===== src/rtl/rsort_pkg.sv =====
// Shared types and command bundle for the two-key record sorter.
`timescale 1ns / 1ps
package rsort_pkg;

  // One input transaction: a record plus the end-of-set marker.
  typedef struct packed {
    logic [15:0] type_key;
    logic [15:0] record_key;
    logic [15:0] color_code;
    logic [9:0]  engine_size;
    logic        slot_empty;
    logic        last_in;
  } item_t;

  // One sorted output transaction.
  typedef struct packed {
    logic [15:0] out_type_key;
    logic [15:0] out_record_key;
    logic [15:0] out_color_code;
    logic [9:0]  out_engine_size;
    logic        out_slot_empty;
    logic        overflow;
    logic        last_out;
  } result_t;

  // A record as held in the store.
  typedef struct packed {
    logic [15:0] type_key;
    logic [15:0] record_key;
    logic [15:0] color_code;
    logic [9:0]  engine_size;
    logic        slot_empty;
  } rec_t;

  localparam int unsigned RecW = $bits(rec_t);

  // Commands from the controller to the datapath.
  typedef struct packed {
    logic wr_in;       // write the incoming record
    logic wr_hold;     // write the holding register back
    logic load_hold;   // load the holding register from read data
    logic cmp;         // compare read data against holder, swap if smaller
    logic emit;        // the read address this cycle selects an output record
    logic emit_last;   // that output record is the final one
    logic set_ovf;     // a record was dropped
    logic clr_ovf;     // set finished
  } cmd_t;

endpackage


===== src/rtl/rsort_ram.sv =====
// Generic single-write, single-read RAM with registered read data.
`timescale 1ns / 1ps
module rsort_ram #(
  parameter int unsigned WIDTH = 8,
  parameter int unsigned DEPTH = 32
) (
  input  logic                     clk,
  input  logic                     we,
  input  logic [$clog2(DEPTH)-1:0] waddr,
  input  logic [WIDTH-1:0]         wdata,
  input  logic [$clog2(DEPTH)-1:0] raddr,
  output logic [WIDTH-1:0]         rdata
);

  logic [WIDTH-1:0] mem [DEPTH];

  always_ff @(posedge clk) begin
    if (we) begin
      mem[waddr] <= wdata;
    end
    rdata <= mem[raddr];
  end

endmodule


===== src/rtl/rsort_dp.sv =====
// Datapath: record store, holding register, key compare and result register.
`timescale 1ns / 1ps
module rsort_dp #(
  parameter int unsigned DEPTH = 32
) (
  input  logic                       clk,
  input  logic                       rst,
  input  rsort_pkg::cmd_t            cmd,
  input  logic [$clog2(DEPTH)-1:0]   waddr,
  input  logic [$clog2(DEPTH)-1:0]   raddr,
  input  rsort_pkg::item_t           item,
  output logic                       done,
  output rsort_pkg::result_t         result
);

  rsort_pkg::rec_t in_rec;
  rsort_pkg::rec_t rd_rec;
  rsort_pkg::rec_t holder;
  rsort_pkg::rec_t wr_rec;
  logic            swap;
  logic            ram_we;
  logic            overflow_seen;
  logic            emit_pend;
  logic            last_pend;

  assign in_rec = '{type_key:    item.type_key,
                    record_key:  item.record_key,
                    color_code:  item.color_code,
                    engine_size: item.engine_size,
                    slot_empty:  item.slot_empty};

  // The holder carries the record at the current outer position; a smaller
  // record read from a later position trades places with it.
  assign swap   = {holder.type_key, holder.record_key} >
                  {rd_rec.type_key, rd_rec.record_key};
  assign ram_we = cmd.wr_in | cmd.wr_hold | (cmd.cmp & swap);
  assign wr_rec = cmd.wr_in ? in_rec : holder;

  rsort_ram #(
    .WIDTH (rsort_pkg::RecW),
    .DEPTH (DEPTH)
  ) u_store (
    .clk   (clk),
    .we    (ram_we),
    .waddr (waddr),
    .wdata (wr_rec),
    .raddr (raddr),
    .rdata (rd_rec)
  );

  always_ff @(posedge clk) begin
    if (cmd.load_hold || (cmd.cmp && swap)) begin
      holder <= rd_rec;
    end
    if (emit_pend) begin
      result <= '{out_type_key:    rd_rec.type_key,
                  out_record_key:  rd_rec.record_key,
                  out_color_code:  rd_rec.color_code,
                  out_engine_size: rd_rec.engine_size,
                  out_slot_empty:  rd_rec.slot_empty,
                  overflow:        overflow_seen,
                  last_out:        last_pend};
    end
    last_pend <= cmd.emit_last;
  end

  always_ff @(posedge clk) begin
    if (rst) begin
      overflow_seen <= 1'b0;
      emit_pend     <= 1'b0;
      done          <= 1'b0;
    end else begin
      emit_pend <= cmd.emit;
      done      <= emit_pend;
      if (cmd.clr_ovf) begin
        overflow_seen <= 1'b0;
      end else if (cmd.set_ovf) begin
        overflow_seen <= 1'b1;
      end
    end
  end

endmodule


===== src/rtl/rsort_ctrl.sv =====
// Controller: load sequencing, exchange-sort passes and output readout.
`timescale 1ns / 1ps
module rsort_ctrl #(
  parameter int unsigned DEPTH = 32
) (
  input  logic                     clk,
  input  logic                     rst,
  input  logic                     start,
  input  logic                     last_in,
  output logic                     busy,
  output rsort_pkg::cmd_t          cmd,
  output logic [$clog2(DEPTH)-1:0] waddr,
  output logic [$clog2(DEPTH)-1:0] raddr
);

  localparam int unsigned AW = $clog2(DEPTH);
  localparam int unsigned CW = $clog2(DEPTH + 1);

  typedef enum logic [2:0] {
    S_LOAD,
    S_READ_I,
    S_HOLD,
    S_CMP,
    S_WB,
    S_EMIT,
    S_DRAIN
  } state_t;

  state_t        state;
  logic [CW-1:0] count;
  logic [AW-1:0] i;
  logic [AW-1:0] j;
  logic [AW-1:0] k;
  logic          has_room;
  logic          j_last;
  logic          i_last;
  logic          k_last;

  assign has_room = count < CW'(DEPTH);
  assign j_last   = (CW'(j) + CW'(1)) == count;
  assign i_last   = (CW'(i) + CW'(2)) == count;
  assign k_last   = (CW'(k) + CW'(1)) == count;
  assign busy     = (state != S_LOAD);

  always_comb begin
    cmd   = '0;
    waddr = '0;
    raddr = '0;
    unique case (state)
      S_LOAD: begin
        waddr       = count[AW-1:0];
        cmd.wr_in   = start & has_room;
        cmd.set_ovf = start & ~has_room;
      end
      S_READ_I: begin
        raddr = i;
      end
      S_HOLD: begin
        raddr         = j;
        cmd.load_hold = 1'b1;
      end
      S_CMP: begin
        waddr   = j;
        raddr   = j + AW'(1);
        cmd.cmp = 1'b1;
      end
      S_WB: begin
        waddr       = i;
        cmd.wr_hold = 1'b1;
      end
      S_EMIT: begin
        raddr         = k;
        cmd.emit      = 1'b1;
        cmd.emit_last = k_last;
      end
      S_DRAIN: begin
        cmd.clr_ovf = 1'b1;
      end
      default: begin
        cmd = '0;
      end
    endcase
  end

  always_ff @(posedge clk) begin
    if (rst) begin
      state <= S_LOAD;
      count <= '0;
      i     <= '0;
      j     <= '0;
      k     <= '0;
    end else begin
      unique case (state)
        S_LOAD: begin
          if (start) begin
            if (has_room) begin
              count <= count + CW'(1);
            end
            if (last_in) begin
              i <= '0;
              k <= '0;
              // A set of one record needs no sorting.
              if (count == '0) begin
                state <= S_EMIT;
              end else begin
                state <= S_READ_I;
              end
            end
          end
        end
        S_READ_I: begin
          j     <= i + AW'(1);
          state <= S_HOLD;
        end
        S_HOLD: begin
          state <= S_CMP;
        end
        S_CMP: begin
          if (j_last) begin
            state <= S_WB;
          end else begin
            j <= j + AW'(1);
          end
        end
        S_WB: begin
          if (i_last) begin
            k     <= '0;
            state <= S_EMIT;
          end else begin
            i     <= i + AW'(1);
            state <= S_READ_I;
          end
        end
        S_EMIT: begin
          if (k_last) begin
            state <= S_DRAIN;
          end else begin
            k <= k + AW'(1);
          end
        end
        S_DRAIN: begin
          count <= '0;
          state <= S_LOAD;
        end
        default: begin
          state <= S_LOAD;
        end
      endcase
    end
  end

endmodule


===== src/rtl/record_sort_two_key_core.sv =====
// Top level of the two-key record sorter: controller plus datapath.
//
// Records are loaded one per transaction while busy is low.
// The transaction with last_in set closes the set (up to DEPTH records are
// kept; further ones are dropped and flagged as overflow). The block then
// runs an exchange sort on its single-port-read record RAM: for n records,
// each outer position i reads record i into the holding register, compares
// the holder with each later record in turn, trading places with a smaller
// one, and writes the holder back to position i. The n sorted records then
// appear on result, one per cycle on consecutive cycles, each marked by done
// for one cycle; the receiver cannot stall them. busy rises after the
// closing transaction and falls in the cycle that shows the final result.
`timescale 1ns / 1ps
module record_sort_two_key_core #(
  parameter int unsigned DEPTH = 32
) (
  input  logic                clk,
  input  logic                rst,
  input  logic                start,
  output logic                busy,
  input  rsort_pkg::item_t    item,
  output logic                done,
  output rsort_pkg::result_t  result
);

  rsort_pkg::cmd_t            cmd;
  logic [$clog2(DEPTH)-1:0]   waddr;
  logic [$clog2(DEPTH)-1:0]   raddr;

  rsort_ctrl #(
    .DEPTH (DEPTH)
  ) u_ctrl (
    .clk     (clk),
    .rst     (rst),
    .start   (start),
    .last_in (item.last_in),
    .busy    (busy),
    .cmd     (cmd),
    .waddr   (waddr),
    .raddr   (raddr)
  );

  rsort_dp #(
    .DEPTH (DEPTH)
  ) u_dp (
    .clk    (clk),
    .rst    (rst),
    .cmd    (cmd),
    .waddr  (waddr),
    .raddr  (raddr),
    .item   (item),
    .done   (done),
    .result (result)
  );

  // Results only come out of a set that is being processed.
  a_done_while_busy: assert property (@(posedge clk) disable iff (rst)
    done |-> $past(busy))
    else $error("result strobe without a set in progress");

  // Sorted records leave on back-to-back cycles until the final one.
  a_burst_contiguous: assert property (@(posedge clk) disable iff (rst)
    (done && !result.last_out) |=> done)
    else $error("gap inside the result burst");

  // The final result ends the burst and frees the block for the next set.
  a_last_frees: assert property (@(posedge clk) disable iff (rst)
    (done && result.last_out) |-> !busy)
    else $error("block still busy on the final result");

  a_last_ends_burst: assert property (@(posedge clk) disable iff (rst)
    (done && result.last_out) |=> !done)
    else $error("result strobe after the final result");

endmodule

===== config.mk =====
export PLATFORM = sky130hd
export DESIGN_NAME = record_sort_two_key_core
export DESIGN_NICKNAME = d
export VERILOG_FILES = /design/src/rtl/rsort_pkg.sv /design/src/rtl/rsort_ram.sv /design/src/rtl/rsort_dp.sv /design/src/rtl/rsort_ctrl.sv /design/src/rtl/record_sort_two_key_core.sv
export SDC_FILE = /design/constraint.sdc
export NUM_CORES = 2
export LEC_CHECK = 0
export ABC_AREA = 1
export BUFFER_PORTS_ARGS = -buffer_cell sky130_fd_sc_hd__buf_2
export CAP_MARGIN = 20
export CORE_UTILIZATION = 25
export DETAILED_ROUTE_END_ITERATION = 7
export PLACE_DENSITY = 0.41
export SETUP_SLACK_MARGIN = 0.02
export SYNTH_ARGS = -nofsm -noshare
export SYNTH_HDL_FRONTEND = slang
export SYNTH_SLANG_ARGS = --single-unit

===== constraint.sdc =====
create_clock -name clk -period 5.15 [get_ports clk]
set_input_delay 0.515 -clock clk [delete_from_list [all_inputs] [get_ports clk]]
set_output_delay 0.515 -clock clk [all_outputs]
set_load 0.02 [all_outputs]

==> impl_metrics.ini <==
[timing]
hold_viol_final = 0
whs_ns = 0.153
setup_viol = 0
fin_crit_ns = 3.98
finClkSkew_ns = 0.0591
post-route-period-util_pct = 77.4
rsz0062_at_grt = no
max_freq_ghz = 0.251
finalWorstSetupSlack_ns = 1.17
slew_viol_final = 0
worst_pin_slew_ns = 1.10
max_slew_margin_pct = 26.5
fin_setup_tns_ns = 0

[synthesis]
syn_inst = 8746
syn_area_sq_um = 90700
synth_edf_count = 2008
ys.flop_type = edfxtp_1
synth_warnings = 0
synth_cell_types = 37
ys_ff_latch = 2095
ys_async_sr_fraction_pct = 0
synth_nets = 8847
syn_area_per_cell_sq_um = 10.4
yosysSeqAreaShare_pct = 68.4

[clocking]
cts_setup_buffers = 0
clk_latency_ns = 0.91
cts.path.max_buffers = 4
cts_sinks = 2095
cts_made_buffers = 239
htreeDepth = 4
clockRootBuffer = clkbuf_16
cts_tree = yes
cts.clk_slew.worst_paths_ns = 0.06

[global_route]
grt_max_degree = 104
antenna_found_initial = 18
grt_pass1_wl_mm = 430
grt_pass1_vias = 58856
gr-total-overflow = 0
grt_usage_pct = 16.1

[pwr]
p_per_area_nw_per_um2 = 551
p_leak_uw = 0.0448
vdd_drop_max_uv = 349
total_power_uw = 58700

[worst_setup_path]
cp_slowest_cell = nor2_1
path_delay_family = simple AND/OR/NAND/NOR gates
crit_path_max_incr_delay_ns = 0.60
reg2reg_slack_ns = 1.17
critPathRequiredTime_ns = 5.89
path_class = reg -> reg
crit_start = u_ctrl.state[0]$_SDFFE_PP0P_
cp_num_buf_inv = 2
r2r_end = u_dp.u_store.rdata[48]$_DFF_P_
crit_end = u_dp.u_store.rdata[48]$_DFF_P_
crit_top_cell = nand2_1
rr_worst_depth = 13
reg2reg_from = u_ctrl.state[0]$_SDFFE_PP0P_
cp.depth = 13
cp-end-kind = register
critPathLaunchType = register
cp_cell_sequence = nand2_1 -> nor2_1 -> nand2_1 -> nand4_1 -> buf_12 -> buf_12 -> nand2_1 -> nand3_1 -> nand3_1 -> nand3_1 -> nand2_1 -> nand2_1 -> nand2_1
worstPathArrival_ns = 4.72
worstPathMaxFanout = 60

[status]
status = finished clean

[place]
pre_cts_slack_ns = 1.27
io_buffers = 125
hpwl_mm = 169
routabilityCongestion = 0.793

[final_layout]
fillers = 37113
final_cell_mix = nand2_1 (2266), edfxtp_1 (2008), inv_1 (1791)
layout_commonest_cell = nand2_1
syn_to_final_growth_pct = 17.3
final_nets = 9001
drive_gt1_share_pct = 8.49

[drt]
wl_met2_mm = 137
drt_first_pass_iters = 5
viasPerCell = 4.35
met1_length_mm = 142
wl_met3_mm = 13.9
routed_wl_mm = 300
vias = 60431
routed.top_layer = met5
drc = 0
detail-route-antenna-nets = 0
drt_iter0_drc = 5132
avgRoutedWirePerCell_um = 21.6

[die]
start_util_pct = 25.2
core_sq_um = 360000
num_rows = 220
die_w_um = 604
die_area_sq_um = 365000
io_pins = 126
die_h_um = 604

[min_path]
hold_class = in -> reg

[flow_run]
max-cap-violations = 0
## power breakdown
group          internal [uW]  switching, uW  leakage, uW
registers              22600            594       0.0189
clock network           9880           7050      0.00377
logic                   4280          14300       0.0222
## cells in the mapped netlist (3+ instances only)
master       n  area, sq um
buf_2      255         1280
inv_2        5         18.8
a221oi_1     3         26.3
clkbuf_1   155          582
inv_1     1792         6730
buf_4        7         52.6
ha_1        38          475
a21oi_1     28          140
o21a_1       3         22.5
o21ai_0     16         80.1
xnor2_1      4         35.0
xor2_1       9         78.8
nor3_1       5         25.0
nor2_1     103          387
o21bai_1   180         1350
nand2_1   2303         8640
nand4_1     15         93.8
a211oi_1     3         22.5
nand3_1   1681         8410
dfxtp_1     87         1740
edfxtp_1  2008        60300
buf_1       24         90.1
## through the flow
step	area, sq um	utilization [%]	cells
floorplan	90700	-	8746
global route	106000	29.6	13878
finish	106000	29.6	13882
detailed placement	98700	27.4	13429
CTS	106000	29.5	13875
global placement	98700	27.4	13429
## worst reg2reg max path, cell delays in order (launching register included)
cell	delay, ns
dfxtp_1	0.53
nand2_1	0.09
nor2_1	0.60
nand2_1	0.36
nand4_1	0.50
buf_12	0.35
buf_12	0.38
nand2_1	0.14
nand3_1	0.08
nand3_1	0.09
nand3_1	0.18
nand2_1	0.10
nand2_1	0.28
nand2_1	0.19
## area by class of cell
| cell class | instances | area, sq um | share of cell area [%] |
|---|---|---|---|
| Antenna cell | 5 | 12.5 | 0.0118 |
| Sequential cell | 2095 | 62000 | 58.3 |
| Timing Repair Buffer | 354 | 3610 | 3.39 |
| Multi-Input combinational cell | 4412 | 20400 | 19.1 |
| Clock buffer | 337 | 6650 | 6.24 |
| Tap cell | 4773 | 5970 | 5.61 |
| Inverter | 1798 | 6760 | 6.35 |
| Clock inverter | 108 | 1040 | 0.974 |
## what timing repair did
action,in CTS,in global routing
hold buffers,1,0
hold endpoints to repair,8,0
resized for setup,0,0
## logic make-up after synthesis
family | count (synthesis) | synth area share [%]
adders and majority gates | 38 | 0.524
AOI/OAI and AO/OA | 243 | 1.89
xor gates and xnor gates | 13 | 0.125
and+or+nand+nor | 4118 | 19.5
DFF | 2095 | 68.4
buffers and inverters | 2239 | 9.64
## worst min path at each step
stage                              start                              end  slack (ns)  depth (start not counted)
5_1_grt                            start  u_dp.overflow_seen$_SDFFE_PP0P_        0.14                          4
3_3_place_gp   u_dp.last_pend$_SDFF_PP0_         u_dp.result[0]$_DFFE_PP_        0.39                          0
6_report                           start  u_dp.overflow_seen$_SDFFE_PP0P_        0.15                          4
3_5_place_dp   u_dp.last_pend$_SDFF_PP0_         u_dp.result[0]$_DFFE_PP_        0.39                          0
4_1_cts                            start  u_dp.overflow_seen$_SDFFE_PP0P_        0.07                          4
2_1_floorplan  u_dp.last_pend$_SDFF_PP0_         u_dp.result[0]$_DFFE_PP_        0.39                          0
## metal layers
layer	global-route usage, %	vias up
met5	0	-
li1	-	28699
met2	26.1	1417
met3	1.96	359
met1	22.9	29954
met4	3.41	2
## state kept, by name, summed over array words and instances (netlist names)
name,count
u_ctrl.count,6
u_ctrl.i,5
u_ctrl.j,5
u_ctrl.k,5
u_ctrl.state,3
u_dp.done,1
u_dp.emit_pend,1
u_dp.holder,59
u_dp.last_pend,1
u_dp.overflow_seen,1
u_dp.result,61
u_dp.u_store.mem,1888
u_dp.u_store.rdata,59
No activity file was read; power rests on OpenSTA's default activity.
